===== config.mk =====
export PLATFORM = sky130hd
export DESIGN_NAME = pmc_to_rad
export DESIGN_NICKNAME = d
export VERILOG_FILES = /design/src/design/pmc_pkg.sv /design/src/design/pmc_to_rad.sv
export SDC_FILE = /design/constraint.sdc
export NUM_CORES = 2
export LEC_CHECK = 0
export ABC_AREA = 0
export BUFFER_PORTS_ARGS = -buffer_cell sky130_fd_sc_hd__buf_2
export CORE_ASPECT_RATIO = 0.8
export CORE_MARGIN = 2
export CORE_UTILIZATION = 32
export CTS_CLUSTER_SIZE = 25
export DETAILED_ROUTE_END_ITERATION = 16
export GPL_TIMING_DRIVEN = 0
export SYNTH_ARGS = -nofsm -noshare
export SYNTH_HDL_FRONTEND = slang
export SYNTH_SLANG_ARGS = --single-unit

===== constraint.sdc =====
create_clock -name clk -period 15.33 [get_ports clk]
set_input_delay 4.599 -clock clk [delete_from_list [all_inputs] [get_ports clk]]
set_output_delay 4.599 -clock clk [all_outputs]
set_load 0.005 [all_outputs]

===== src/design/pmc_pkg.sv =====
// Shared types and constants of the pointing model correction block.
// Used by every module of the block except pmc_delay; depends on nothing else.
`timescale 1ns / 1ps
`default_nettype none

package pmc_pkg;

  // configuration register indexes
  localparam logic [2:0] REG_TERM1 = 3'd0;
  localparam logic [2:0] REG_TERM2 = 3'd1;
  localparam logic [2:0] REG_TERM3 = 3'd2;
  localparam logic [2:0] REG_TERM4 = 3'd3;
  localparam logic [2:0] REG_TERM5 = 3'd4;

  // angle to phase: about 2^61/pi, split in two words
  localparam logic [27:0] PHASE_MUL_HI = 28'hA2F9836;
  localparam logic [31:0] PHASE_MUL_LO = 32'hE4E44153;
  localparam logic [31:0] PHASE_0P2    = 32'd136713055;
  localparam logic [31:0] PHASE_0P35   = 32'd239247846;

  localparam logic [30:0] ONE30       = 31'h4000_0000;
  localparam logic [30:0] HALF_PI_Q30 = 31'd1686629713;
  localparam logic [63:0] HALF_PI_Q62 = 64'h6487ED5110B4611A;
  localparam logic [50:0] RAD_PER_ARCMIN = 51'(HALF_PI_Q62 / 64'd5400);

  localparam logic [56:0] WORK_LIM = 57'(64'd1 << 56);
  localparam logic [36:0] MM_LIM   = 37'((64'd1 << 56) / 64'd1000000);
  localparam logic [19:0] MILLION  = 20'd1000000;

  // Taylor divisors of the Horner steps
  localparam int SIN_DIV [5] = '{110, 72, 42, 20, 6};
  localparam int COS_DIV [6] = '{132, 90, 56, 30, 12, 2};

  localparam int QBITS     = 57;         // quotient bits of the divider
  localparam int DIV_LAT   = QBITS + 2;  // prepare + one step per bit + finish
  localparam int SC_LAT    = 21;         // phase in to sin/cos out
  localparam int TORAD_LAT = 4;

  typedef struct packed {
    logic [30:0]      rem;
    logic [30:0]      dvs;
    logic [QBITS-1:0] num;
    logic [QBITS-1:0] quo;
  } pmc_div_work_t;

  typedef struct packed {
    logic neg;
    logic nneg;
    logic zden;
    logic nz;
    logic ovf;
  } pmc_div_flag_t;

endpackage

`default_nettype wire


===== src/design/pmc_to_rad.sv =====
// Arcminutes (working units) to radians: magnitude times pi/10800 in Q62,
// split in 32-bit partial products, shifted right by SHIFT. Uses pmc_pkg.
`timescale 1ns / 1ps
`default_nettype none

module pmc_to_rad #(
  parameter int SHIFT = 58
) (
  input  wire logic               clk,
  input  wire logic signed [59:0] val,
  output logic signed      [63:0] rad
);

  localparam int PW = 111;

  logic [59:0] mag_r;
  logic        neg1_r, neg2_r, neg3_r, neg4_r;
  logic [63:0] p00_r, p10_r;
  logic [50:0] p01_r;
  logic [46:0] p11_r;
  logic [PW-1:0] sa_r, sb_r, full;
  logic [63:0] m;
  logic signed [63:0] rad_r;

  always_ff @(posedge clk) begin
    mag_r  <= val[59] ? 60'(-val) : 60'(val);
    neg1_r <= val[59];
  end

  always_ff @(posedge clk) begin
    p00_r  <= 64'(mag_r[31:0]) * 64'(pmc_pkg::RAD_PER_ARCMIN[31:0]);
    p01_r  <= 51'(mag_r[31:0]) * 51'(pmc_pkg::RAD_PER_ARCMIN[50:32]);
    p10_r  <= 64'(mag_r[59:32]) * 64'(pmc_pkg::RAD_PER_ARCMIN[31:0]);
    p11_r  <= 47'(mag_r[59:32]) * 47'(pmc_pkg::RAD_PER_ARCMIN[50:32]);
    neg2_r <= neg1_r;
  end

  always_ff @(posedge clk) begin
    sa_r   <= PW'(p00_r) + (PW'(p01_r) << 32);
    sb_r   <= (PW'(p10_r) << 32) + (PW'(p11_r) << 64);
    neg3_r <= neg2_r;
  end

  assign full = sa_r + sb_r;
  assign m    = 64'(full >> SHIFT);

  always_ff @(posedge clk) begin
    rad_r  <= neg3_r ? -$signed(m) : $signed(m);
    neg4_r <= neg3_r;
  end

  assign rad = (neg4_r && rad_r > 64'sd0) ? -rad_r : rad_r;

endmodule

`default_nettype wire


**Word level (Yosys, flattened, before mapping)**

Cells that the tools add are included.

- Register bits: 537
- Bits of input ports: 61

- Add/subtract/negate cells: 6
- Multipliers: 4
- $lt $le $gt $ge: 1
- Muxes and demuxes: 3
- Reduce and logical (&&, ||, !) cells: 1

Operator list:

| operator | count |
|---|---|
| 84-bit by 111-bit adder with 111-bit output | 1 |
| 92-bit by 111-bit adder with 111-bit output | 1 |
| 64-bit by 83-bit adder with 84-bit output | 1 |
| 64-bit by 1-bit > comparator with 1-bit output, second input constant | 1 |
| 64-bit two-way mux | 1 |
| 53-bit negation with 64-bit output | 1 |
| 64-bit negation | 1 |
| 32-bit by 29-bit multiplier with 61-bit output, second input constant | 1 |
| 60-bit negation | 1 |
| 59-bit two-way mux | 1 |
| 28-bit by 29-bit multiplier with 57-bit output, second input constant | 1 |
| 53-bit two-way mux | 1 |
| 32-bit by 18-bit multiplier with 50-bit output, second input constant | 1 |
| 28-bit by 18-bit multiplier with 46-bit output, second input constant | 1 |
| 1-bit logical AND | 1 |

**Logic depth before layout (Yosys ltp)**

- Depth after elaboration: 3
- Depth in mapped cells: 28

**Worst setup path before layout**

No wires, ideal clock.

- Path kind: reg2out
- Start point: register rad_r[8]
- End point: output rad[59]
- Arrival time: 4,409 ps
- Required time: 10,731 ps
- Setup slack: 6,322 ps
- Cell stages (with the launch flop): 13
- Buffers on the path: 0
- Path through: dfxtp_1 -> or4_4 -> nor3_2 -> nand2_1 -> or3_1 -> or4_4 -> or4_4 -> or4_1 -> or4_4 -> or4_4 -> or3_4 -> o41ai_2 -> xnor2_1

- Longest elaborated chain between the ends: 3

Ends and longest elaborated chain:

| item | RTL line | RTL |
|---|---|---|
| from (decl) | pmc_to_rad.sv:23 | `logic signed [63:0] rad_r;` |
| from (signal assigned) | pmc_to_rad.sv:48 | `rad_r <= neg3_r ? -$signed(m) : $signed(m);` |
| 64-bit by 1-bit > comparator with 1-bit output | pmc_to_rad.sv:52 | `assign rad = (neg4_r && rad_r > 64'sd0) ? -rad_r : rad_r;` |
| 1-bit logical AND | pmc_to_rad.sv:52 |  |
| 64-bit two-way mux (*) | pmc_to_rad.sv:52 |  |
| to (decl) | pmc_to_rad.sv:11 | `output logic signed [63:0] rad` |

Mark *: on every way between the ends. The rest lies on a longest branch, timed or not.

**Final worst setup path**

- Start point: register mag_r[16]
- End point: register p00_r[61]

- Longest elaborated chain between the ends: 1

Ends and longest elaborated chain:

| item | RTL line | RTL |
|---|---|---|
| from (decl) | pmc_to_rad.sv:16 | `logic [59:0] mag_r;` |
| from (signal assigned) | pmc_to_rad.sv:26 | `mag_r <= val[59] ? 60'(-val) : 60'(val);` |
| 32-bit by 29-bit multiplier with 61-bit output | pmc_to_rad.sv:31 | `p00_r <= 64'(mag_r[31:0]) * 64'(pmc_pkg::RAD_PER_ARCMIN[31:0]);` |
| to (signal assigned) | pmc_to_rad.sv:31 |  |
| to (decl) | pmc_to_rad.sv:18 | `logic [63:0] p00_r, p10_r;` |

Every way passes these cells.
A chain may end at the register's enable or synchronous reset.

==> impl_results.md <==
- Area delta synth->final: 9.02%
- Setup Buffers After CTS: 0
- WL met3: 16.2 mm
- Share of post-route cells with drive strength above 1: ~4.1%
- Post-synthesis cell type count: 86
- HPWL after detailed placement: ~160 mm
- # H-tree levels: 2
- Port Buffers: 124
- Pins Over Slew Limit: 0
- CTS tree: yes
- Chip width: 501 um
- Setup violators final: 0
- Core Region: approximately 0.20 mm^2
- Wire length on met1: 89.7 mm
- Mapped Area: approximately 0.063 mm^2
- Worst Path Max Fanout: 11
- CTS Buffer Depth: 3
- Critical Path RT: between 15 and 20 ns
- Share of the synthesized area in the top cell type: between 30% and 40%
- Met2 wire length: between 70 and 80 mm
- Layout Nets: 8789
- First-pass iteration count of the detailed router: 5
- Post-synth EDFFs: 0
- Uppermost layer routed: met5
- Core Util, Final: a little over a third
- CTS root buffer: clkbuf_16
- Synth Area per Inst: just under 10 um^2
- Worst slew margin: ~9%
- DR vias/cell: 4.86
- Post-route ant nets: 0
- Placed Area: roughly 0.067 mm^2
- Cell taking the most area after synthesis: fa_1
- Hold Buf Count CTS: 0
- Num CTS Buffers: 50
- Post-cts gate resize count: 0
- Reg-to-reg slack, setup: about 4.2 ns
- Final WL: around 190 mm
- Gpl congestion: 1.00
- # IOs: 125
- Worst min path class: register to register
- Arrival time at the worst endpoint: roughly 12 ns
- Via count: around 45000
- Fill count: between 15000 and 20000
- Setup crit end kind: register
- Total gr overflow: 0
- Synthesized flop and latch total: 435
- Setup_tns: 0 ns
- Synth Warn #: 0
- DRC: 0
- Count leader, synth: inv_1
- First-pass GRT wire length: approximately 280 mm
- Synth Instances: about 6400
- Min cycle time layout: 11.09 ns
- Routed wire per std cell: 20.1 um
- Register area share after synthesis: 13.8%
- CP peak stage delay: roughly 1.1 ns
- Initial antenna violation count: 21
- Clock sinks: between 400 and 500
- Final Instance Area: between 0.06 and 0.07 mm^2
- Crit share post-route: between 70 and 80%
- Worst-case hold slack: approximately 0.31 ns
- Maxcap violations: 0
- Async S/R FF share, synth: 0%
- Max Freq: 90.1 MHz
- RSZ-0062 raised after global routing: false
- Die Y: roughly 400 um
- Die area: between 0.2 and 0.25 mm^2
- Gr usage total: 18.5%
- Slowest CP cell: dfxtp_1
- Vias in the first global route: approximately 46000
- Most frequent cells after synthesis: 1589 x inv_1, 1138 x ha_1, 999 x fa_1
- Run status: completed
- CTS clk-pin slew, worst paths: 0.06 ns
- WS Path Type: register to register
- Initial Util: 32.3%
- Worst-Skew Late Latency: between 0.6 and 0.7 ns
- Rows: roughly 150
- DRT iter0 DRCs: between 3000 and 4000
- Final setup skew: approximately 0.044 ns
- Ys flop type: dfxtp_1
- Final hold violation count: 0
- Largest net degree at the start of global routing: 24
- Startpoint Class: register
- Top post-synthesis cells by area: fa_1 32%, ha_1 23%, dfxtp_1 14%
- Synthesized Nets: around 8600
- Worst-margin pin slew: 1.36 ns
==> layout by cell type, fill, tap and decap left out, types with 27 or more instances in the layout <==
master	n
a31oi_1	33
nand2_1	192
nand3_1	77
clkbuf_1	41
o21ai_0	160
o31ai_1	51
clkbuf_16	50
dfxtp_1	434
nor2_1	226
xor2_1	105
nand4_1	43
nor2b_1	32
xnor2_1	324
nor3_1	80
o21bai_1	41
fa_1	999
nand2b_1	38
or3_1	27
a21o_1	126
ha_1	1138
inv_1	1589
a211oi_1	29
and3_1	48
o21a_1	43
buf_2	128
a21oi_1	234
==> worst max-delay path: cells and delay by family (launching register included) <==
kind | cells | cell delay, ns
AOI/OAI and AO/OA | 8 | 3.34
buffers and inverters | 7 | 0.94
xor gates and xnor gates | 1 | 0.64
and+or+nand+nor | 1 | 0.35
adders and majority gates | 9 | 4.51
DFF | 1 | 1.09
==> logic make-up (layout without fill, tap and decap cells) <==
logic type               count (synthesis)  in the layout  synth area share [%]
other                                    0              4                     0
AO/OA/AOI/OAI                          884            884                  9.13
AND/OR/NAND/NOR                        887            887                  7.11
adder cells (fa/ha/maj)               2137           2137                  54.2
multiplexers                             8              8                 0.127
buffers and inverters                 1635           1851                  9.73
flip-flops                             435            435                  13.8
XOR/XNOR                               429            429                  5.95
==> registers in the layout, indices dropped and copies added (netlist names), 31 cells and up <==
name and flops:
p11_r 46, rad_r 64, sb_r 76, sa_r 49, mag_r 60, p10_r 55, p00_r 31, p01_r 50
==> area by class of cell <==
class,instances,area (um^2),area share (%)
diodes,4,10.0,0.0145
plain buffers,45,178,0.258
clock buffers,60,1360,1.97
clock inverters,32,489,0.710
inverters,1590,5970,8.66
multi-input cells,4345,48300,70.2
flip-flops and latches,435,8710,12.6
well taps,2572,3220,4.67
repair buffers,124,621,0.901
==> final timing paths <==
path | from | to | cells after the start
hold reg to reg | p10_r[8] | sb_r[40] | 0
setup / recovery | mag_r[16] | p00_r[61] | 26
setup reg to reg | mag_r[16] | p00_r[61] | 26
hold / removal | p10_r[8] | sb_r[40] | 0
==> metal layers <==
| layer | GRT usage (%) | up-vias |
|---|---|---|
| met1 | 27.6 | 22300 |
| met5 | 0 | - |
| li1 | - | 21000 |
| met4 | 3.02 | 8 |
| met2 | 27.0 | 1310 |
| met3 | 4.70 | 171 |
==> stage by stage <==
stage / std cells / worst slack [ns]
global placement: 9111 / 4.60
finish: 9207 / 4.24
detailed placement: 9111 / 4.57
floorplan: 6415 / 6.32
CTS: 9203 / 4.32
global route: 9203 / 4.02
Power is not shown: default switching activity piles up to over one toggle a cycle in this logic, so the estimate is an artifact.
